[config.mk]
export PLATFORM = sky130hd
export DESIGN_NAME = fnss_ram
export DESIGN_NICKNAME = d
export VERILOG_FILES = /design/src/design/fnss_ram.sv
export SDC_FILE = /design/constraint.sdc
export NUM_CORES = 2
export LEC_CHECK = 0
export CAP_MARGIN = 25
export CORE_MARGIN = 4
export CORE_UTILIZATION = 30
export CTS_CLUSTER_DIAMETER = 50
export DETAILED_ROUTE_END_ITERATION = 16
export DONT_BUFFER_PORTS = 1
export GPL_TIMING_DRIVEN = 0
export PLACE_DENSITY_LB_ADDON = 0.2
export SLEW_MARGIN = 20
export SYNTH_ARGS = -nofsm -noshare
export SYNTH_HDL_FRONTEND = slang
export SYNTH_SLANG_ARGS = --single-unit
[constraint.sdc]
create_clock -name clk -period 9.65 [get_ports clk]
set_input_delay 0.965 -clock clk [delete_from_list [all_inputs] [get_ports clk]]
set_output_delay 0.965 -clock clk [all_outputs]
set_load 0.03 [all_outputs]
[src/design/fnss_ram.sv]
// Generic single-write, single-read RAM with registered read data.
// Read-first on a same-address read and write. No dependencies.
`default_nettype none

module fnss_ram #(
  parameter int WIDTH = 32,
  parameter int DEPTH = 64
) (
  input  wire logic                     clk,
  input  wire logic                     we,
  input  wire logic [$clog2(DEPTH)-1:0] waddr,
  input  wire logic [WIDTH-1:0]         wdata,
  input  wire logic                     re,
  input  wire logic [$clog2(DEPTH)-1:0] raddr,
  output logic      [WIDTH-1:0]         rdata
);

  logic [WIDTH-1:0] mem [DEPTH];

  // Read old contents, then write
  always_ff @(posedge clk) begin
    if (re) begin
      rdata <= mem[raddr];
    end
    if (we) begin
      mem[waddr] <= wdata;
    end
  end

endmodule

`default_nettype wire

; Word level (Yosys, flattened, before mapping)
; Memory sizes are Yosys's and may differ from the RTL's. A register that Yosys moved wholly into a read port is not among the register bits.
; Cells that the tools add are included.
[totals]
input_bits = 47
output_inout_bits = 32
wordCells = 3
ramBits = 2048
mem_count = 1
regBits = 0
[op_classes]
mux = 2
[memory_table]
columns = name, words, width, read_ports, rd_clocked_by_memory_dff, write_ports, line_no
row1 = mem, 64, 32, 1, 1, 1, 18  ; logic [WIDTH-1:0] mem [DEPTH];
[ops]
columns = operator, n
row1 = 1-bit 2-to-1 mux, 2

; Logic depth before layout (Yosys ltp)
[logic_depth]
word_depth = 2
mapped_depth = 10

; Least setup slack after synthesis
; OpenSTA, ideal clock, no wires.
[synth_timing]
path_type = input to register
start = input waddr[3]
end = memory mem[48][0] (enable)
arrival_ps = 3664
cell_stages = 4
path_buffers = 1
slack_ps = 5525
required_time_ps = 9189
cell_sequence = clkbuf_1 > nor2b_1 > nand4b_1 > nor3_1
[synth_rtl]
columns = item, line_no
row1 = start: declaration, 11  ; input wire logic [$clog2(DEPTH)-1:0] waddr,
row2 = end: declaration, 18
; Straight into the memory's write port.

==> summary.txt <==
Status
  – Outcome: finished, final reports clean

Timing
  – RSZ-0062 raised after global routing: false
  – Count of final setup violators: 0
  – Hold slack: 0.187 ns
  – Period utilisation layout: 45.4%
  – Final-report hold violation count: 0
  – Worst rel slew slack: 25.5%
  – Min Tclk post-route: 4.38 ns
  – Post-Route Skew: 0.0494 ns
  – Pins Over Slew Limit: 0
  – Fmax: 228 MHz
  – Measured slew at the worst slew-check pin: 1.12 ns
  – Setup TNS: 0 ns

Die
  – IO Pins: 79
  – Core area: 261,000 sq um
  – Die height: 521 um
  – Standard-cell rows: 187
  – Die W: 521 um
  – Starting Density: 30.2%
  – Die area: 271,000 sq um

Global routing
  – Total GRT Usage: 19.1%
  – Pin count of the biggest net entering global routing: 65
  – First-pass GRT wire length: 351,000 um
  – Vias in the first global route: 38,600
  – Initial antenna violation count: 26
  – Grt ovf: 0

Worst setup path
  – Req. time, crit path: 10.28 ns
  – Crit-path leading delay family: buffers and inverters
  – Critical Path Start Type: primary input
  – Crit-path cells: buf_2 > buf_2 > buf_2 > or2_2 > buf_1 > o22ai_1 > nor2_1 > a21oi_1 > nor2_1
  – Worst path slowest cell: buf_1
  – Crit path max fanout: 10
  – CP Class: primary input to register
  – Crit. End Element: register
  – Worst path bufs/invs: 4
  – Crit-path most repeated cell: buf_2
  – Max incr delay on CP: 0.76 ns
  – Critical Path AT: 5.00 ns

Detailed routing
  – Vias per inst: 5.21
  – Drt wl/cell: 35.5 um
  – Max layer used: met4
  – Met2 wire length: 128,000 um
  – Via count: 38,600
  – Detail Route Antenna Nets: 0
  – Initial DRT Pass Iterations: 7
  – Met1 wire length: 106,000 um
  – Final WL: 263,000 um
  – Met3 wire length: 20,500 um
  – Initial DRC Count: 5,436
  – DRC: 0

Final layout
  – Most frequent cells in the layout: 2,080 x edfxtp_1, 544 x mux4_2, 230 x clkbuf_16
  – FF/Latch Area: 62,500 sq um
  – Layout cell share with drive strength beyond 1: 30.7%
  – Area delta synth->final: 19.6%
  – Fill cells: 23,800
  – Final Non-Filler Cells: 7,400
  – Nets: 3,748
  – Most common cell after layout, fill and taps aside: edfxtp_1
  – Area of the multi-input gates: 16,000 sq um

CTS
  – Depth of the CTS H-tree: 4
  – Hold_buf cts: 0
  – CTS tree: yes
  – CTS buffer count: 228
  – CTS clk-pin slew, worst paths: 0.06 ns
  – Post-CTS resize count: 0
  – Clock latency on the worst-skew pair: 0.87 ns
  – Root Driver: clkbuf_16
  – Max Root-Sink Buffers: 3
  – Post-CTS Setup Inserts: 0
  – Sinks on the clock net: 2,080

Flow run
  – Max-capacitance violation count: 0

Yosys
  – Cells after synthesis: 3,324
  – Synthesized area: 78,800 sq um
  – Sequential fraction of the synthesis area: 79.2%
  – Number of synthesized register bits: 2,080
  – Syn nets: 3,371
  – Syn avg cell area: 23.7 sq um
  – Syn. warnings: 0
  – Distinct cells, synth: 33

Placed design
  – Detail Placement HPWL: 175,000 um
  – Port bufs: 0
  – Placed insts: 6,965
  – Routability Congestion: 0.795

Min path
  – HP Class: primary input to register

Pwr
  – PwrDens: 207 nW/um^2
  – Leakage: 28.9 nW
  – Peak VDD IR: 0.158 mV
-- where the power goes --
group	switching (W)	internal [W]	total, W
clock network	0.00370	0.00487	0.00857
logic	0.000573	0.000330	0.000902
registers	0.0000506	0.0100	0.0101
total	0.00432	0.0152	0.0195
-- worst register-to-register path: stages (launching register included) --
cell      delay, ns
edfxtp_1       0.36
mux4_2         0.51
mux4_2         0.51
o22ai_1        0.82
nor2_1         0.37
-- state kept, by name, indices dropped and copies added (netlist names) --
signal,flops
rdata,32
mem,2048
-- layout make-up --
class / instances / area share [%]
well taps: 3496 / 4.64
plain buffers: 182 / 0.978
diodes: 6 / 0.0159
repair buffers: 147 / 3.37
multi-input cells: 1062 / 16.9
clock inverters: 142 / 1.52
flip-flops and latches: 2080 / 66.2
clock buffers: 285 / 6.32
-- through the flow --
step,power (W),setup slack [ns],utilization (%),cell area [sq um]
3_5_place_dp,0.0112,4.35,33.3,86900
4_1_cts,0.0197,5.29,36.2,94300
5_1_grt,0.0201,5.34,36.2,94300
6_report,0.0195,5.27,36.2,94300
3_3_place_gp,0.0111,1.50,31.9,83200
2_1_floorplan,0.0107,5.53,-,78800
-- Yosys cell counts --
cell	count	area, sq um
buf_4	25	188
nand2_1	26	97.6
or2_0	1	6.26
buf_2	57	285
or3b_2	3	26.3
a21oi_1	62	310
a41o_1	4	40.0
and2_1	2	12.5
buf_1	21	78.8
nand2b_1	8	50.1
or2_2	1	6.26
a311oi_1	8	70.1
nand3b_1	5	37.5
nand4_1	2	12.5
or3_1	3	18.8
or3b_1	2	17.5
nor2_1	137	514
a31oi_1	1	6.26
nor2b_1	15	93.8
nand4b_1	1	8.76
buf_6	5	56.3
nand3_1	5	25.0
o221ai_1	27	236
or2_1	1	6.26
mux4_2	544	12300
o32ai_1	4	35.0
nor3_1	7	35.0
mux2i_1	93	931
edfxtp_1	2080	62500
and3_1	4	25.0
clkbuf_1	74	278
o22ai_1	84	526
a22oi_1	12	90.1
-- cell families (layout without fill, tap and decap cells) --
group                  count (synthesis)  count (layout)  synth area share, %
multiplexers                         637             637                 16.7
other                                  0               6                    0
AND/OR/NAND/NOR                      223             223                 1.26
flip-flops                          2080            2080                 79.2
buffers and inverters                182             756                 1.12
AO/OA/AOI/OAI                        202             202                 1.67
-- final timing paths --
check                                 start          end  slack, ns  cells after the start
worst min-delay path              wdata[17]  mem[16][17]       0.19                      0
worst max-delay path               raddr[1]     rdata[7]       5.27                      9
worst min register to register   mem[51][3]     rdata[3]       1.11                      4
worst max register to register  mem[11][18]    rdata[18]       6.73                      4
-- metal layers --
| layer | vias to the layer above | global-route usage, % |
|---|---|---|
| li1 | 15100 | - |
| met1 | 21400 | 25.6 |
| met2 | 1727 | 31.5 |
| met3 | 345 | 3.94 |
| met4 | 0 | 5.75 |
| met5 | - | 0 |
No activity file was read; power rests on OpenSTA's default activity.
