<file path="config.mk">
export PLATFORM = sky130hd
export DESIGN_NAME = fnss_sum
export DESIGN_NICKNAME = d
export VERILOG_FILES = /design/src/design/fnss_pkg.sv /design/src/design/fnss_sum.sv
export SDC_FILE = /design/constraint.sdc
export NUM_CORES = 1
export LEC_CHECK = 0
export ABC_AREA = 1
export BUFFER_PORTS_ARGS = -buffer_cell sky130_fd_sc_hd__clkbuf_2
export CORE_MARGIN = 2
export CORE_UTILIZATION = 50
export CTS_BUF_LIST = sky130_fd_sc_hd__clkbuf_8
export DETAILED_ROUTE_END_ITERATION = 8
export PLACE_DENSITY = 0.74
export SYNTH_ARGS = -nofsm -noshare
export SYNTH_HDL_FRONTEND = slang
export SYNTH_SLANG_ARGS = --single-unit
export TNS_END_PERCENT = 100
</file>
<file path="constraint.sdc">
create_clock -name clk -period 5.5 [get_ports clk]
set_input_delay 1.1 -clock clk [delete_from_list [all_inputs] [get_ports clk]]
set_output_delay 1.1 -clock clk [all_outputs]
set_load 0.01 [all_outputs]
</file>
<file path="src/design/fnss_pkg.sv">
// Shared types and constants for the four-neighbour sum stencil.
// No dependencies; imported by every module of the block but fnss_ram.
`default_nettype none

package fnss_pkg;

  // Default largest matrix side
  localparam int MAX_SIDE_DEF = 64;

  // Field widths fixed by the stream format
  localparam int SIDE_W       = 7;
  localparam int SAMPLE_W     = 32;
  localparam int SUM_W        = 34;
  localparam int OUT_TDATA_W  = 40;

  // Side length after reset
  localparam logic [SIDE_W-1:0] SIDE_RESET = 7'd8;

  // Output buffer entries (power of two, pointers wrap naturally)
  localparam int OBUF_DEPTH   = 4;

  // Item kinds carried on tuser
  localparam logic ACT_SAMPLE = 1'b0;
  localparam logic ACT_FLUSH  = 1'b1;

  // Per-item control passed from the sequencer to the adder pipeline
  typedef struct packed {
    logic result;    // item yields a result
    logic up_ok;     // upper neighbour exists
    logic down_ok;   // lower neighbour exists (carried by this item)
    logic left_ok;   // left neighbour exists
    logic right_ok;  // right neighbour exists
    logic last;      // result for the final element of the frame
  } fnss_tag_t;

endpackage

`default_nettype wire

</file>
<file path="src/design/fnss_sum.sv">
// Adder pipeline: neighbour window registers and two-level masked sum.
// Depends on fnss_pkg; fed by fnss_ctrl and the two line stores.
`default_nettype none

module fnss_sum
  import fnss_pkg::*;
(
  input  wire logic                       clk,
  input  wire logic                       rst,
  input  wire logic                       take,
  input  wire fnss_tag_t                  tag,
  input  wire logic signed [SAMPLE_W-1:0] down_val,
  input  wire logic signed [SAMPLE_W-1:0] line_q,
  input  wire logic signed [SAMPLE_W-1:0] up_q,
  output logic                            out_valid,
  output logic signed [SUM_W-1:0]         out_sum,
  output logic                            out_last,
  output logic      [1:0]                 pending
);

  logic                         took1;
  fnss_tag_t                    tag1;
  logic signed [SAMPLE_W-1:0]   down1;
  logic signed [SAMPLE_W-1:0]   kreg;
  logic signed [SAMPLE_W-1:0]   km1;

  logic signed [SAMPLE_W-1:0]   left_v, right_v, up_v, down_v;
  logic signed [SAMPLE_W:0]     pa, pb;

  logic                         v2;
  logic                         last2;
  logic signed [SAMPLE_W:0]     pa2, pb2;

  // Capture item control alongside the store read
  always_ff @(posedge clk) begin
    if (rst) begin
      took1 <= 1'b0;
      v2    <= 1'b0;
    end else begin
      took1 <= take;
      v2    <= took1 && tag1.result;
    end
  end

  always_ff @(posedge clk) begin
    if (take) begin
      tag1  <= tag;
      down1 <= down_val;
    end
  end

  // Shift the row window: line_q is the right neighbour, kreg the centre
  always_ff @(posedge clk) begin
    if (took1) begin
      km1  <= kreg;
      kreg <= line_q;
    end
  end

  // Mask missing neighbours and form pair sums
  always_comb begin
    left_v  = tag1.left_ok  ? km1    : '0;
    right_v = tag1.right_ok ? line_q : '0;
    up_v    = tag1.up_ok    ? up_q   : '0;
    down_v  = tag1.down_ok  ? down1  : '0;
    pa = (SAMPLE_W + 1)'(left_v) + (SAMPLE_W + 1)'(right_v);
    pb = (SAMPLE_W + 1)'(up_v)   + (SAMPLE_W + 1)'(down_v);
  end

  always_ff @(posedge clk) begin
    if (took1) begin
      pa2   <= pa;
      pb2   <= pb;
      last2 <= tag1.last;
    end
  end

  // Final add into the output buffer
  assign out_valid = v2;
  assign out_sum   = SUM_W'(pa2) + SUM_W'(pb2);
  assign out_last  = last2;
  assign pending   = {1'b0, took1 && tag1.result} + {1'b0, v2};

endmodule

`default_nettype wire

</file>
Word level (Yosys, flattened, before mapping) --
Index checks and enable logic that the tools add are counted.
Storage, ports and cells: flip-flop bits (word level) 171, input port bits 105, output and inout bits 38, word-level logic and storage cells 23
Cells by class: add/sub/neg operators 4, multiplexer cells 4, reductions and logical operators 1
Operators with widths (count):
- $mux 32 | 4
- $add 32x32->33 | 2
- $add 33x33->34 | 1
- $add 1x1->2 | 1
- $logic_and 1x1->1 | 1

Depth between registers and ports, before layout --
Gate-level depths: netlist (run 1).
depth after elaboration 2, gate-level depth with buffers 15, mapped depth without buffers 14

Worst setup path after synthesis (run 1) --
No wires, ideal clock.
path kind reg2out, start reg took1, end out pending[0], arrival 3796 ps, required time 4400 ps, slack 604 ps, stages on the path, launching flop included 4, path buffers 0, cells stage by stage dfxtp_1 nand2_1 inv_1 ha_1
Between the ends: cells in the longest elaborated chain, start to end 2
Ends and longest elaborated chain:
- from (decl) | line fnss_sum.sv:21 | logic took1;
- from (signal assigned) | line fnss_sum.sv:40 | took1 <= take;
- $logic_and 1x1->1 | line fnss_sum.sv:82 | assign pending = {1'b0, took1 && tag1.result} + {1'b0, v2};
- $add 1x1->2 | line fnss_sum.sv:82
- to (decl) | line fnss_sum.sv:18 | output logic [1:0] pending
No other way between the ends.

Final worst setup path (run 1) --
start reg pa2[0], end out out_sum[26]
Between the ends: cells in the longest elaborated chain, start to end 1
Ends and longest elaborated chain:
- from (decl) | line fnss_sum.sv:32 | logic signed [SAMPLE_W:0] pa2, pb2;
- from (signal assigned) | line fnss_sum.sv:72 | pa2 <= pa;
- $add 33x33->34 | line fnss_sum.sv:80 | assign out_sum = SUM_W'(pa2) + SUM_W'(pb2);
- to (decl) | line fnss_sum.sv:16 | output logic signed [SUM_W-1:0] out_sum,
No other way between the ends.

==> results.md, run 1 <==
- Status: finished, final reports clean
- Critical path depth: 15
- Die height: 164.7 um
- Net count after synthesis: 2,005
- Fmax achieved: 267.8 MHz
- Worst slack, placed: 2.290 ns
- Most frequent cells after synthesis: nand2_1, inv_1, edfxtp_1, nor2_1, a21oi_1
- Drt total wl: 33.34 mm
- Sw frac: 0.3534
- Buf+Inv Stages, Crit Path: 3
- Most frequent cell after synthesis: nand2_1
- Post-Synthesis Cells: 1,799
- Synth Area in Compound Gates: 0.07668
- Pin count of the biggest net entering global routing: 83
- RR Startpoint: tag1[1]$_DFFE_PP_
- Flop pwr share: 0.456
- Fill count: 2,513
- Crit path kind: register to output pin
- DR vias/cell: 4.990
- Fin area: 14,430 um^2
- CTS clk-pin slew, worst paths: 0.13 ns
- Worst setup SP type: register
- Final GP Congestion: 0.9207
- Diodes inserted: 0
- Sw Pwr: 1.228 mW
- Setup TNS: 0 ns
- DR WL/cell: 14.54 um
- Asr flop ratio synth: 0
- Worst-case reg-to-reg path depth: 13
- PortBufs: 142
- Worst-Margin Slew: 1.036 ns
- Root Buffer: clkbuf_8
- Total Power: 3.474 mW
- CP max stage delay: 0.40 ns
- Fin. Hold Viols: 0
- Final-report max-slew violation count: 0
- Hold path depth: 0
- Clock Tree Buf Depth: 2
- Gr usage total: 0.2565
- Die footprint: 27,110 um^2
- Critical path's most frequent cell: nand2_1
- Post_cts resized: 0
- Clock skew: 0.03064 ns
- Core Region: 25,250 um^2
- Area leader, netlist: edfxtp_1
- Global-route wire length before repair: 54.12 mm
- Pwr per Cell Area: 240.7 nW/um^2
- R2R Setup Slk: 2.58 ns
- Distinct cells, synth: 24
- Crit. End Element: output pin
- Synth warn: 0
- Post-Place Cell Area: 14,000 um^2
- Number of flops mapped to enable cells by yosys: 169
- Adder-cell area share of the yosys netlist: 0.09966
- Synth top area cells: edfxtp_1, nand2_1, inv_1
- Row count: 58
- Post-CTS repair timing setup buffer count: 0
- Area share of the largest cell type after synthesis: 0.3932
- Mux cell area share after synthesis: 0
- CTS Hold Buffers Added: 0
- H-tree Lvls: 4
- Starting DRT DRC Count: 874
- Logic pwr share: 0.266
- Share of cells above drive strength 1: 0.1080
- Ys flop type: edfxtp_1
- Nets: 2,156
- Clock power share: 0.279
- Internal power: 2.246 mW
- Clk sinks: 171
- CTS buffer count: 17
- Vias: 11,441
- Worst reg2reg path endpoint: pa2[21]$_DFFE_PP_
- DR pass1 iterations: 5
- Simple-Gate Fraction of Synth Area: 0.2865
- Crit path time final: 3.734 ns
- Mean post-synth cell area: 7.174 um^2
- Register bit total from synthesis: 171
- Initial Util: 0.5110
- Vias in the first global route: 10,908
- Unrepaired setup endpoints after global routing: no
- Cell Area, Synth: 12,910 um^2
- Worst-skew pair later-pin latency: 0.49 ns
- CTS tree: yes
- Main combinational cell family by area after synthesis: simple AND/OR/NAND/NOR gates
- Final ANT Viol Nets: 0
- WHS Endpoint: km1[23]$_DFFE_PP_
- Final worst path period share: 0.6789
- Layout Area Growth over Synthesis: 11.84%
- CP max stage cell: fa_1
- Initial antenna violation count: 0
- Hold Path Class: register to register
- Critical Path RT: 4.40 ns
- # setup viols final: 0
- CP arrival: 2.63 ns
- Delay-heaviest family, CP: simple AND/OR/NAND/NOR gates
- IO Pins: 143
- Global route overflow: 0
- Fin util: 0.5715
- Max_cap viols: 0
- Drt drc: 0
- CP max FO: 4
- Dpl hpwl: 27.86 mm
- HP Start: kreg[23]$_DFFE_PP_
- Final WS setup: 1.766 ns
- Synth Area in XOR/XNOR: 0.03122
- Sequential share of the synthesized area: 0.3963
- Die W: 164.7 um
- Leak pwr: 8.110 nW
- Ordered cell list for the critical path: ha_1 > inv_1 > fa_1 > inv_1 > nand3_1 > nand2_2 > nand3_1 > nand2_1 > nand2_1 > nand2_1 > nand2_1 > nand2_1 > nand2_1 > nand2_1 > clkbuf_2
- Peak supply drop: 0.1494 mV
- Slew margin rel.: 0.3093
==> sequential cells by signal (all words and copies together), names as in the netlist <==
signal and flops:
km1 32, out_last 1, pa2 33, took1 1, out_valid 1, down1 32, kreg 32, tag1 6
pb2 33
==> cells by family after synthesis <==
family,after synthesis
buf+inv,377
simple gates,917
flops,171
xor+xnor,46
fa+ha+maj,101
compound gates,187
==> power by group through the flow <==
stage               clock, mW  sequential, mW  combinational (mW)
global placement            0            1.61               0.910
finish                  0.968            1.58               0.923
detailed placement          0            1.62               0.914
CTS                     0.983            1.59               0.920
floorplan                   0            1.60               0.607
global route             1.02            1.59                1.04
==> cell type report <==
class                      instances  area, um^2  share of cell area
inverter                         365        1370             0.09492
clock inverter                    15       196.4             0.01361
clock buffer                      17       234.0             0.01621
tap                              330       412.9             0.02861
sequential                       171        5119              0.3546
timing repair buffer             144       725.7             0.05028
multi-input combinational       1251        6376              0.4417
==> stage by stage <==
step	hold slack (ns)	instances
finish	0.4223	2293
global route	0.4370	2293
CTS	0.4250	2293
detailed placement	0.4045	2261
global placement	0.4004	2261
floorplan	0.4003	1799
==> cells in the final DEF, fill, tap and decap left out, types with 27 or more instances in the layout <==
master	synthesis	final
nand3_1	63	63
xor2_1	45	45
a21oi_1	105	105
edfxtp_1	169	169
clkbuf_2	0	142
nor2_1	164	164
nand2_2	28	28
inv_1	365	365
ha_1	98	98
nor3_1	27	27
nand2_1	611	611
o21ai_0	62	62
==> worst max path at each step <==
| stage | from | endpoint |
|---|---|---|
| after floorplan | took1$_SDFF_PP0_ | pending[0] |
| after global placement | pa2[0]$_DFFE_PP_ | out_sum[26] |
| after detailed placement | pa2[0]$_DFFE_PP_ | out_sum[26] |
| after CTS | pa2[0]$_DFFE_PP_ | out_sum[26] |
| after global routing | pa2[0]$_DFFE_PP_ | out_sum[26] |
| final | pa2[0]$_DFFE_PP_ | out_sum[26] |
==> per-layer routing <==
| layer | global-route usage | vias up | part of all wire |
|---|---|---|---|
| met3 | 0.03641 | 50 | 0.060 |
| met1 | 0.3726 | 5080 | 0.49 |
| li1 | - | 5973 | - |
| met4 | 0.06443 | 0 | 0.019 |
| met5 | 0 | - | 0 |
| met2 | 0.4047 | 338 | 0.43 |
No activity file was read; power rests on OpenSTA's default activity.
==> inputs of run 2 (changes only) <==
==> constraint.sdc (replaced) <==
create_clock -name clk -period 3.84 [get_ports clk]
set_input_delay 0.768 -clock clk [delete_from_list [all_inputs] [get_ports clk]]
set_output_delay 0.768 -clock clk [all_outputs]
set_load 0.01 [all_outputs]
==> run 2 against run 1 <==
Effect of this change: clock skew is 0.011 ns higher; die area did not move; cell count did not move; largest power group unchanged; via count down 0.74%; power up 39%; critical path depth fell by 6; combinational power increased by 42%; hold slack worse by 0.010 ns; final area decreased by 0.33%; count of clock-buffer cells in the layout stayed put; non-clock buffer count is the same.
==> results.md, run 2 (synthesis gave the netlist of run 1 again) <==
- Final GP Congestion: 0.9050
- Vias in the first global route: 10,724
- H-tree Lvls: 4
- Biggest regs: pa2 (33), pb2 (33)
- Global-route wire length before repair: 53.62 mm
- DR pass1 iterations: 5
- Hold Path Class: register to register
- Die footprint: 27,110 um^2
- CTS clk-pin slew, worst paths: 0.13 ns
- Max_cap viols: 0
- Clock Tree Buf Depth: 2
- Critical Path RT: 3.07 ns
- Placed Cells incl. Taps: 2,261
- Fin cells: 2,293
- Final-report max-slew violation count: 0
- Vias: 11,356
- Gr usage total: 0.2553
- # setup viols final: 0
- DR WL/cell: 14.58 um
- Clock skew: 0.04130 ns
- IO Pins: 143
- Worst setup SP type: register
- CP max FO: 5
- Starting DRT DRC Count: 780
- Commonest non-fill, non-tap cell in the layout: nand2_1
- Post_cts resized: 0
- Crit. End Element: output pin
- Status: finished, final reports clean
- Die height: 164.7 um
- WHS: 0.4122 ns
- CP max stage cell: edfxtp_1
- Global route overflow: 0
- Post-CTS repair timing setup buffer count: 0
- Drt drc: 0
- Crit path time final: 3.402 ns
- CP arrival: 2.63 ns
- Initial antenna violation count: 0
- Final ANT Viol Nets: 0
- Slew margin rel.: 0.2911
- Crit path kind: register to output pin
- Unrepaired setup endpoints after global routing: no
- Fin. Hold Viols: 0
- Final WS setup: 0.4384 ns
- CTS tree: yes
- Final worst path period share: 0.8858
- Diodes inserted: 0
- Die W: 164.7 um
- Most frequent cells in the layout: nand2_1, inv_1, edfxtp_1, nor2_1, clkbuf_2
- Drt total wl: 33.43 mm
- Fmax achieved: 294.0 MHz
- Leak pwr: 8.082 nW
- Clk sinks: 171
- CP max stage delay: 0.48 ns
- Worst-skew pair later-pin latency: 0.48 ns
- Share of cells above drive strength 1: 0.1075
- Dpl hpwl: 28.07 mm
- Nets: 2,156
- Setup TNS: 0 ns
- Worst slack, placed: 0.9665 ns
- Root Buffer: clkbuf_8
- Worst-Margin Slew: 1.063 ns
- DR vias/cell: 4.952
- CTS Hold Buffers Added: 0
- Row count: 58
- Fill count: 2,464
- Pwr per Cell Area: 336.0 nW/um^2
- Peak supply drop: 0.2225 mV
- CTS buffer count: 17
- Pin count of the biggest net entering global routing: 86
- Core Region: 25,250 um^2
- Layout Area Growth over Synthesis: 11.47%
- Ordered cell list for the critical path: ha_1 > a21oi_1 > inv_1 > o21ai_0 > nand2_1 > a21oi_1 > nand3_1 > nand2_1 > clkbuf_2
- Initial Util: 0.5110
- PortBufs: 142
## run 2: cell count changes in the layout (fill, tap and decap cells not counted)
cell / previous run / this run
clkinv_8: 4 / 2
clkinvlp_4: 0 / 2
clkinv_1: 0 / 1
clkinv_2: 1 / 0
inv_6: 2 / 5
bufinv_16: 1 / 0
inv_12: 1 / 0
clkinv_4: 2 / 1
## run 2: routing by layer
layer  vias to the layer above  routed length, um  GRT usage
met2                       334              14690     0.4089
li1                       5964                  -          -
met4                         0                644    0.06917
met5                         -                  0          0
met1                      5022              16060     0.3646
met3                        36               2043    0.03440
## run 2: path summary, 6_finish.rpt
path,depth (start not counted),endpoint,startpoint,slack (ns)
min reg2reg,0,km1[22]$_DFFE_PP_,kreg[22]$_DFFE_PP_,0.41
min,0,km1[22]$_DFFE_PP_,kreg[22]$_DFFE_PP_,0.41
max,9,out_sum[30],pa2[25]$_DFFE_PP_,0.44
max reg2reg,14,pa2[24]$_DFFE_PP_,tag1[1]$_DFFE_PP_,0.89
## run 2: worst max-delay path, delay by kind of cell, from the launching register on
family	cells	cell delay (ns)
AOI/OAI and AO/OA	3	0.75
DFF	1	0.48
adders and majority gates	1	0.43
and+or+nand+nor	3	0.28
buffers and inverters	2	0.23
## run 2: final cells by class
class                   instances  area (um^2)  share of cell area
flip-flops and latches        171         5119              0.3558
clock buffers                  17        234.0             0.01626
clock inverters                15        148.9             0.01035
multi-input cells            1251         6376              0.4432
repair buffers                144        725.7             0.05044
well taps                     330        412.9             0.02870
inverters                     365         1370             0.09523
## run 2: report_power, final
group / internal, mW / leakage [nW] / switching [mW] / total (mW)
registers: 2.20 / 1.64 / 0.0759 / 2.28
clock network: 0.484 / 0.189 / 0.763 / 1.25
logic: 0.452 / 6.25 / 0.858 / 1.31
## run 2: through the flow
step / total power [mW] / utilization / cell area (um^2)
floorplan: 3.156 / - / 12910
global placement: 3.604 / 0.5545 / 14000
detailed placement: 3.618 / 0.5545 / 14000
CTS: 4.859 / 0.5697 / 14390
global route: 5.110 / 0.5697 / 14390
finish: 4.834 / 0.5697 / 14390
