`config.mk`:
```
export PLATFORM = sky130hd
export DESIGN_NAME = fnss_ctrl
export DESIGN_NICKNAME = d
export VERILOG_FILES = /design/src/design/fnss_pkg.sv /design/src/design/fnss_ctrl.sv
export SDC_FILE = /design/constraint.sdc
export NUM_CORES = 1
export LEC_CHECK = 0
export ABC_AREA = 1
export BUFFER_PORTS_ARGS = -buffer_cell sky130_fd_sc_hd__buf_2
export CAP_MARGIN = 10
export CORE_MARGIN = 5
export CORE_UTILIZATION = 46
export DETAILED_ROUTE_END_ITERATION = 7
export PLACE_DENSITY = 0.78
export SLEW_MARGIN = 20
export SYNTH_ARGS = -nofsm -noshare
export SYNTH_HDL_FRONTEND = slang
export SYNTH_SLANG_ARGS = --single-unit
```
`constraint.sdc`:
```
create_clock -name clk -period 2.9 [get_ports clk]
set_input_delay 0.58 -clock clk [delete_from_list [all_inputs] [get_ports clk]]
set_output_delay 0.58 -clock clk [all_outputs]
set_load 0.05 [all_outputs]
```
`src/design/fnss_pkg.sv`:
```
// Shared types and constants for the four-neighbour sum stencil.
// No dependencies; imported by every module of the block but fnss_ram.
`default_nettype none

package fnss_pkg;

  // Default largest matrix side
  localparam int MAX_SIDE_DEF = 64;

  // Field widths fixed by the stream format
  localparam int SIDE_W       = 7;
  localparam int SAMPLE_W     = 32;
  localparam int SUM_W        = 34;
  localparam int OUT_TDATA_W  = 40;

  // Side length after reset
  localparam logic [SIDE_W-1:0] SIDE_RESET = 7'd8;

  // Output buffer entries (power of two, pointers wrap naturally)
  localparam int OBUF_DEPTH   = 4;

  // Item kinds carried on tuser
  localparam logic ACT_SAMPLE = 1'b0;
  localparam logic ACT_FLUSH  = 1'b1;

  // Per-item control passed from the sequencer to the adder pipeline
  typedef struct packed {
    logic result;    // item yields a result
    logic up_ok;     // upper neighbour exists
    logic down_ok;   // lower neighbour exists (carried by this item)
    logic left_ok;   // left neighbour exists
    logic right_ok;  // right neighbour exists
    logic last;      // result for the final element of the frame
  } fnss_tag_t;

endpackage

`default_nettype wire

```
`src/design/fnss_ctrl.sv`:
```
// Frame sequencer: side register, row/column tracking and line store pointers.
// Depends on fnss_pkg.
`default_nettype none

module fnss_ctrl
  import fnss_pkg::*;
#(
  parameter int MAX_SIDE = MAX_SIDE_DEF,
  localparam int COL_W = $clog2(MAX_SIDE),
  localparam int LP_W  = $clog2(MAX_SIDE),
  localparam int UP_W  = $clog2(2 * MAX_SIDE)
) (
  input  wire logic                       clk,
  input  wire logic                       rst,
  input  wire logic                       cfg_we,
  input  wire logic [SIDE_W-1:0]          cfg_wdata,
  input  wire logic                       acc,
  input  wire logic                       action,
  input  wire logic signed [SAMPLE_W-1:0] sample,
  output logic                            take,
  output logic      [LP_W-1:0]            lp_addr,
  output logic      [UP_W-1:0]            up_addr,
  output fnss_tag_t                       tag,
  output logic signed [SAMPLE_W-1:0]      down_val
);

  localparam int N_W   = $clog2(MAX_SIDE + 1);
  localparam int CMP_W = N_W + SIDE_W;

  logic [SIDE_W-1:0] side_length;
  logic              filling, filling_next;
  logic [COL_W-1:0]  col, col_next;
  logic [COL_W-1:0]  row, row_next;
  logic [LP_W-1:0]   lp, lp_next;
  logic [UP_W-1:0]   up, up_next;

  logic [CMP_W-1:0]  side_ext;
  logic [N_W-1:0]    n;
  logic [COL_W-1:0]  n_m1;
  logic [LP_W-1:0]   lp_last;
  logic [UP_W-1:0]   up_last;
  logic              drain;
  logic              col_end;

  // Clamp side length into the supported range
  always_comb begin
    side_ext = CMP_W'(side_length);
    if (side_ext < CMP_W'(2)) begin
      n = N_W'(2);
    end else if (side_ext > CMP_W'(MAX_SIDE)) begin
      n = N_W'(MAX_SIDE);
    end else begin
      n = N_W'(side_length);
    end
    n_m1    = COL_W'(n - N_W'(1));
    lp_last = LP_W'(n - N_W'(2));
    up_last = UP_W'({n, 1'b0} - (N_W + 1)'(1));
  end

  // Classify the item and advance frame position
  always_comb begin
    drain   = !filling && (row == n_m1);
    col_end = (col == n_m1);
    take    = acc && !((action == ACT_FLUSH) && !drain);

    tag.result   = !filling;
    tag.up_ok    = (row != '0);
    tag.down_ok  = !drain;
    tag.left_ok  = (col != '0);
    tag.right_ok = !col_end;
    tag.last     = drain && col_end;

    // drop the value of a late sample
    down_val = drain ? '0 : sample;

    filling_next = filling;
    col_next     = col;
    row_next     = row;
    lp_next      = lp;
    up_next      = up;

    if (take) begin
      lp_next = (lp == lp_last) ? '0 : lp + LP_W'(1);
      up_next = (up == up_last) ? '0 : up + UP_W'(1);
      if (col_end) begin
        col_next = '0;
        if (filling) begin
          filling_next = 1'b0;
          row_next     = '0;
        end else if (row == n_m1) begin
          // frame done: restart
          filling_next = 1'b1;
          row_next     = '0;
          lp_next      = '0;
          up_next      = '0;
        end else begin
          row_next = row + COL_W'(1);
        end
      end else begin
        col_next = col + COL_W'(1);
      end
    end

    // a side write restarts the frame
    if (cfg_we) begin
      filling_next = 1'b1;
      col_next     = '0;
      row_next     = '0;
      lp_next      = '0;
      up_next      = '0;
    end
  end

  // Hold state
  always_ff @(posedge clk) begin
    if (rst) begin
      side_length <= SIDE_RESET;
      filling     <= 1'b1;
      col         <= '0;
      row         <= '0;
      lp          <= '0;
      up          <= '0;
    end else begin
      if (cfg_we) begin
        side_length <= cfg_wdata;
      end
      filling <= filling_next;
      col     <= col_next;
      row     <= row_next;
      lp      <= lp_next;
      up      <= up_next;
    end
  end

  assign lp_addr = lp;
  assign up_addr = up;

`ifndef SYNTHESIS
  a_pos_range: assert property (@(posedge clk) disable iff (rst)
    (col <= n_m1) && (row <= n_m1))
    else $error("frame position beyond matrix side");

  a_frame_restart: assert property (@(posedge clk) disable iff (rst)
    take && tag.last |=> filling && (col == '0) && (lp == '0) && (up == '0))
    else $error("frame did not restart after its last result");
`endif

endmodule

`default_nettype wire

```
### Word-level counts from Yosys, hierarchy flattened

Cells that the tools add are included.

* output and inout bits: 52
* input port bits: 44
* logic and storage cells: 47
* bits in registers: 33

* muxes and demuxes: 16
* reduce and logical (&&, ||, !) cells: 12
* equality and inequality tests: 4
* order comparisons: 2
* $add $sub $neg: 7

Operator list (number)
* 2-to-1 mux 6 bit: 9
* 2-to-1 mux 32 bit: 1
* 2-to-1 mux 7 bit: 4
* adder 6 x 1 -> 6 bit, second input constant: 3
* == test 6 bit: 3
* nonzero test 6 bit: 2
* adder 7 x 1 -> 7 bit, second input constant: 1
* == test 7 bit: 1
* > comparator 7 bit, second input constant: 1
* < comparator 7 x 2 -> 1 bit, second input constant: 1
* subtractor 7 x 1 -> 7 bit, second input constant: 1
* subtractor 6 x 1 -> 6 bit, second input constant: 1
* subtractor 6 x 2 -> 6 bit, second input constant: 1
* logical AND 1 bit: 4
* zero test 1 bit: 4
* 2-to-1 mux 1 bit: 2
* AND reduction 2 bit: 1
* OR reduction 2 bit: 1

### Logic depth before layout (Yosys ltp)

Gate-level depths: netlist of run 1.

* depth after elaboration: 11
* depth in mapped cells: 20
* gate-level depth less buffers: 19

### Worst setup path after synthesis of run 1

No wires, ideal clock.

* kind: reg-to-output
* start: reg side_length[3]
* end: out down_val[22]
* path buffers: 1
* slack: -0.584 ns
* arrival time: 2.904 ns
* cell stages (with the launch flop): 18
* data required time: 2.320 ns
* path through: dfxtp_1 nor2_1 nand3_1 o21ai_0 inv_1 ha_1 nand2_1 clkinv_1 nand2_1 nand2_1 nand2_1 nand2_1 nand2_1 nor2_1 nand3_4 buf_1 nand2_1 inv_1

* word-level cells in the longest chain between the ends: 7

RTL lines
* from (decl): line fnss_ctrl.sv:30 `logic [SIDE_W-1:0] side_length;`
* from (signal assigned): line fnss_ctrl.sv:125 `side_length <= cfg_wdata;`
* > comparator 7 bit: line fnss_ctrl.sv:50 `end else if (side_ext > CMP_W'(MAX_SIDE)) begin`
* 2-to-1 mux 6 bit: line fnss_ctrl.sv:50
* 2-to-1 mux 6 bit (*): line fnss_ctrl.sv:48 `if (side_ext < CMP_W'(2)) begin`
* subtractor 6 x 1 -> 6 bit (*): line fnss_ctrl.sv:55 `n_m1 = COL_W'(n - N_W'(1));`
* == test 6 bit (*): line fnss_ctrl.sv:62 `drain = !filling && (row == n_m1);`
* logical AND 1 bit (*): line fnss_ctrl.sv:62
* 2-to-1 mux 32 bit (*): line fnss_ctrl.sv:74 `down_val = drain ? '0 : sample;`
* to (decl): line fnss_ctrl.sv:24 `output logic signed [SAMPLE_W-1:0] down_val`

Mark *: on every way between the ends. The rest lies on a longest branch, timed or not.

### Final worst setup path of run 1

* start: reg side_length[6]
* end: out down_val[28]

The elaborated chain is that of the path after synthesis.

==> impl_metrics.env, run 1 <==
export IMPL_outcome="finished with violations"
export IMPL_violations="setup timing"
export IMPL_critPathMostFrequentCell="nand2_1"
export IMPL_core_um2=5570
export IMPL_drt_iter0_markers=347
export IMPL_antenna_left=0
export IMPL_synthMuxAreaShare_pct=0
export IMPL_first_pass_iters=5
export IMPL_critical_path_arrival_ns=2.62
export IMPL_tightest_slew_ns=0.378
export IMPL_syn_to_final_growth_pct=71.7
export IMPL_holdCritPathClass="register to register"
export IMPL_drt_wl_total_um=11600
export IMPL_cp_start_kind="register"
export IMPL_rows=27
export IMPL_seq_area_frac_synth_pct=24.6
export IMPL_die_h_um=86.3
export IMPL_fin_nets=659
export IMPL_io_buffers=95
export IMPL_placed_cells=640
export IMPL_period_share_pct=110
export IMPL_cts_max_path_buffers=2
export IMPL_ctsHoldBuffers=0
export IMPL_ir_drop_v=0.000359
export IMPL_place_gp_congestion=0.916
export IMPL_clock_sinks=33
export IMPL_max_stage_delay_ns=0.39
export IMPL_path_cells="nor2_4 > nand3_2 > o21ai_2 > inv_2 > ha_4 > nand2_1 > inv_2 > nand2_1 > nand2_1 > nand2_1 > nand2_1 > nand2_1 > nor2_2 > nand3_4 > bufbuf_16 > nand2_1 > inv_1 > buf_6"
export IMPL_synth_area_top_cells="dfxtp_1, nand2_1, nor2_1, inv_1, xor2_1"
export IMPL_grt_pass1_vias=3190
export IMPL_critical_path_class="register to output port"
export IMPL_yosysUniqueCellTypes=31
export IMPL_max_freq_mhz=313
export IMPL_synth_area_um2=2680
export IMPL_drcViolationCount=0
export IMPL_cp_data_required_time_ns=2.32
export IMPL_instances_no_fill=678
export IMPL_insertion_delay_ns=0.29
export IMPL_antenna_found_initial=0
export IMPL_skew_ns=0.00492
export IMPL_cts_tree="yes"
export IMPL_slew_violations=0
export IMPL_cts_buffers=5
export IMPL_hold_violations=0
export IMPL_multi_input_area_um2=2140
export IMPL_seq_area_um2=673
export IMPL_grt_pass1_wl_um=14900
export IMPL_rsz0062_at_grt="true"
export IMPL_clk_pin_slew_ns=0.07
export IMPL_dp_final_hpwl_um=5990
export IMPL_synthXorXnorAreaFrac_pct=9.76
export IMPL_synthSimpleGateAreaFrac_pct=42.7
export IMPL_synthAdderAreaFrac_pct=4.20
export IMPL_grt_usage_pct=24.7
export IMPL_grt_start_max_net_pins=31
export IMPL_synth_avg_cell_area_um2=5.78
export IMPL_die_area_um2=7450
export IMPL_cts_root_buf="clkbuf_8"
export IMPL_setup_viol=40
export IMPL_fin_crit_ns=3.20
export IMPL_drive_above_1_share_pct=45.5
export IMPL_wire_per_inst_um=17.1
export IMPL_start_util_pct=48.1
export IMPL_synthCells=464
export IMPL_syn_num_nets=517
export IMPL_grt_overflow_total=0
export IMPL_cp_slowest_cell="dfxtp_4"
export IMPL_ys_seq_elements=33
export IMPL_power_uw=1500
export IMPL_antenna_cells=0
export IMPL_worst_path_max_fanout=8
export IMPL_ios=96
export IMPL_max_slew_margin_pct=74.7
export IMPL_viasPerCell=5.25
export IMPL_htreeDepth=2
export IMPL_powerDensity_nw_per_um2=326
export IMPL_fill_cells=328
export IMPL_synth_top_area_share_pct=24.6
export IMPL_maxCapViolCount=0
export IMPL_fin_ws_ns=-0.298
export IMPL_synth_top_family_by_area="simple AND/OR/NAND/NOR gates"
export IMPL_leakage_uw=0.00239
export IMPL_critPathBufInv=5
export IMPL_synth_compound_area_share_pct=6.26
export IMPL_dr_total_vias=3559
export IMPL_synth_warnings=0
export IMPL_end_kind="output port"
export IMPL_critPathTopFamily="simple AND/OR/NAND/NOR gates"
export IMPL_yosysTopAreaCell="dfxtp_1"
export IMPL_dieWidth_um=86.3
cells in the mapped netlist (all sizes together):
cell and n:
a21boi 2, a21oi 16, buf 5, clkbuf 5, clkinv 2, dfxtp 33, ha 9, inv 74
nand2 144, nand3 38, nand3b 1, nor2 84, nor3 7, nor4 1, o2111ai 1, o21ai 12
or2 1, xnor2 5, xor2 24
report_power, final:
| part | switching (uW) | internal [uW] | total [uW] |
|---|---|---|---|
| Sequential | 18.5 | 467 | 486 |
| Combinational | 388 | 263 | 651 |
| Clock | 173 | 188 | 361 |
layout make-up:
type | instances | share of cell area [%]
clock buffers | 7 | 1.88
inverters | 76 | 6.55
flip-flops and latches | 33 | 14.6
repair buffers | 144 | 28.4
well taps | 72 | 1.96
multi-input cells | 346 | 46.5
sequential cells by signal, indices dropped and copies added, names as in the netlist:
signal,flops
side_length,7
up_addr,7
col,6
lp_addr,6
row,6
filling,1
cells by family after synthesis:
group / after synthesis
xor+xnor: 29
simple gates: 276
buf+inv: 86
flops: 33
compound gates: 31
fa+ha+maj: 9
layer usage:
layer,vias to the layer above,part of all wire [%],track usage (%)
li1,1689,-,-
met1,1649,38,28.4
met2,184,50,44.8
met3,37,7.6,4.85
met4,0,4.2,9.49
met5,-,0,0
per-stage QoR:
step / cell area [um2] / utilization (%) / setup TNS (ns) / setup slack [ns] / hold WS, ns
2_1_floorplan: 2810 / - / 0 / 0.0206 / 0.426
3_3_place_gp: 3450 / 61.8 / 0 / 0.0862 / 0.447
3_5_place_dp: 3450 / 61.8 / 0 / 0.0361 / 0.446
4_1_cts: 4010 / 71.9 / -5.63 / -0.199 / 0.456
5_1_grt: 4600 / 82.5 / -17.55 / -0.473 / 0.502
6_report: 4600 / 82.5 / -8.38 / -0.298 / 0.483
final timing paths:
path,startpoint,endpoint,slack (ns),depth (start not counted)
setup / recovery,side_length[6],down_val[28],-0.30,18
hold / removal,filling,filling,0.48,2
setup reg to reg,side_length[6],up_addr[0],-0.05,18
hold reg to reg,filling,filling,0.48,2
cells in the final DEF (no fill, tap or decap), types with 3 or more instances in the layout:
cell         n
inv_2       22
buf_6       24
buf_2       59
nor3_1       7
dfxtp_2      4
nand3_4      4
o21ai_0      8
nand2_1     91
nand2_4     21
inv_1       48
o21ai_1      3
buf_12       5
ha_1         6
nand3_2      3
ha_4         3
clkinvlp_4   3
nor2_1      66
buf_8       14
clkbuf_16    3
dfxtp_1     27
a21oi_1      8
nand3_1     32
xor2_1      23
clkbuf_8     6
buf_4       36
nor2_2       9
nor2_4       9
xnor2_1      5
a21oi_2      7
nand2_2     31
worst reg2reg max path, stage by stage (launching register included):
cell     delay [ns]
dfxtp_4        0.37
nor2_4         0.10
nand3_2        0.09
o21ai_2        0.08
inv_2          0.11
ha_4           0.18
nand2_1        0.10
xor2_2         0.19
buf_4          0.16
xor2_1         0.21
nand3_1        0.18
nor2_4         0.15
buf_4          0.12
buf_4          0.16
nand3_1        0.31
nand2_1        0.14
nand2_1        0.07
nand2_1        0.06
nor2_1         0.04
what timing repair did:
| item | 4_1_cts | 5_1_grt |
|---|---|---|
| setup endpoints to repair | 36 | 61 |
| gates cloned | 3 | 5 |
| setup buffers | 11 | 12 |
| pin swaps | 10 | 27 |
| resized for setup | 102 | 123 |
Power figures use the tool's default switching activity.
==> run 2: changes to the inputs <==
--- a/config.mk
+++ b/config.mk
@@ -7,7 +7,7 @@
 export LEC_CHECK = 0
 export ABC_AREA = 1
 export BUFFER_PORTS_ARGS = -buffer_cell sky130_fd_sc_hd__buf_2
-export CAP_MARGIN = 10
+export CAP_MARGIN = 20
 export CORE_MARGIN = 5
 export CORE_UTILIZATION = 46
 export DETAILED_ROUTE_END_ITERATION = 7
@@ -16,3 +16,4 @@
 export SYNTH_ARGS = -nofsm -noshare
 export SYNTH_HDL_FRONTEND = slang
 export SYNTH_SLANG_ARGS = --single-unit
+export TNS_END_PERCENT = 1
==> impl_metrics.env, run 2 (synthesis results as in run 1) <==
export IMPL_outcome="finished with violations"
export IMPL_violations="setup timing"
export IMPL_dieWidth_um=86.3
export IMPL_critical_path_arrival_ns=2.54
export IMPL_seq_area_um2=668
export IMPL_viasPerCell=4.86
export IMPL_drive_above_1_share_pct=31.4
export IMPL_instances_no_fill=654
export IMPL_mostFrequentLayoutCell="nand2_1"
export IMPL_drcViolationCount=0
export IMPL_antenna_found_initial=0
export IMPL_insertion_delay_ns=0.29
export IMPL_rows=27
export IMPL_cts_max_path_buffers=2
export IMPL_ios=96
export IMPL_cts_buffers=5
export IMPL_ir_drop_v=0.000276
export IMPL_drt_wl_total_um=8170
export IMPL_syn_to_final_growth_pct=44.4
export IMPL_placed_cells=640
export IMPL_r2r_start="side_length[4]"
export IMPL_antenna_cells=0
export IMPL_period_share_pct=108
export IMPL_clock_sinks=33
export IMPL_dp_final_hpwl_um=5840
export IMPL_core_um2=5570
export IMPL_holdCritPathClass="register to register"
export IMPL_die_area_um2=7450
export IMPL_grt_usage_pct=20.3
export IMPL_max_slew_margin_pct=75.8
export IMPL_cp_data_required_time_ns=2.32
export IMPL_slew_violations=0
export IMPL_fin_ws_ns=-0.218
export IMPL_first_pass_iters=4
export IMPL_antenna_left=0
export IMPL_dr_total_vias=3176
export IMPL_place_gp_congestion=0.908
export IMPL_cts_root_buf="clkbuf_8"
export IMPL_end_kind="output port"
export IMPL_grt_start_max_net_pins=37
export IMPL_critical_path_class="register to output port"
export IMPL_drt_iter0_markers=175
export IMPL_die_h_um=86.3
export IMPL_clk_pin_slew_ns=0.07
export IMPL_ctsHoldBuffers=0
export IMPL_skew_ns=0.00725
export IMPL_maxCapViolCount=0
export IMPL_grt_overflow_total=0
export IMPL_htreeDepth=2
export IMPL_hold_violations=0
export IMPL_final_cell_mix="nand2_1, nor2_1, inv_1"
export IMPL_pre_cts_ws_ns=0.0190
export IMPL_io_buffers=95
export IMPL_powerDensity_nw_per_um2=347
export IMPL_setup_viol=35
export IMPL_critical_path_startpoint="side_length[4]"
export IMPL_fill_cells=466
export IMPL_tightest_slew_ns=0.362
export IMPL_timing_hold_ws_ns=0.477
export IMPL_max_freq_mhz=321
export IMPL_start_util_pct=48.1
export IMPL_grt_pass1_vias=2826
export IMPL_cts_tree="yes"
export IMPL_worst_path_max_fanout=5
export IMPL_fin_nets=634
export IMPL_multi_input_area_um2=1820
export IMPL_rsz0062_at_grt="true"
export IMPL_fin_crit_ns=3.12
export IMPL_leakage_uw=0.00214
export IMPL_wire_per_inst_um=12.5
export IMPL_grt_pass1_wl_um=12600
export IMPL_holdCritStartpoint="filling"
export IMPL_cp_start_kind="register"
run 2: routing by layer:
metal / GRT usage, % / routed length, um / up-vias
li1: - / - / 1636
met1: 24.1 / 3450 / 1421
met2: 36.4 / 3890 / 108
met3: 4.47 / 697 / 11
met4: 5.52 / 135 / 0
met5: 0 / 0 / -
run 2: timing repair:
action / in CTS / in global routing
resized for setup: 44 / 54
pin swaps: 2 / 11
endpoints found under the setup margin: 36 / 43
cloned: 0 / 3
buffers inserted: 0 / 3
run 2: power by group:
| part | switching, uW | internal, uW | total, uW |
|---|---|---|---|
| Combinational | 316 | 201 | 517 |
| Clock | 169 | 171 | 340 |
| Sequential | 17.0 | 468 | 485 |
| Total | 502 | 840 | 1340 |
run 2: cell type report:
class	instances	area share, %
multi-input cells	345	47.1
clock buffers	8	2.07
flip-flops and latches	33	17.3
inverters	76	7.72
well taps	72	2.33
repair buffers	120	23.6
run 2: path summary, 6_finish.rpt:
check | cells past startpoint | to | slack, ns
worst max-delay path | 14 | take | -0.22
worst min-delay path | 2 | filling | 0.48
worst max register to register | 18 | lp_addr[3] | 0.30
worst min register to register | 2 | filling | 0.48
run 2: stage by stage:
stage	utilization, %	setup TNS [ns]	instance area (um2)	power (uW)
2_1_floorplan	-	-0.0103	2810	823
3_3_place_gp	61.8	0	3440	948
3_5_place_dp	61.8	0	3440	953
4_1_cts	65.3	-4.67	3640	1310
5_1_grt	69.5	-11.82	3870	1430
6_report	69.5	-4.85	3870	1340
run 2: worst max-delay path, stage by stage (launching register included):
cell	delay [ns]
dfxtp_2	0.33
nor2_4	0.13
nand3_2	0.10
o21ai_2	0.09
inv_2	0.10
ha_4	0.29
xor2_1	0.14
nand2_1	0.06
nor2_1	0.08
nand3_1	0.10
nor2_2	0.16
nand3_4	0.13
clkbuf_16	0.19
a21boi_4	0.16
buf_6	0.17
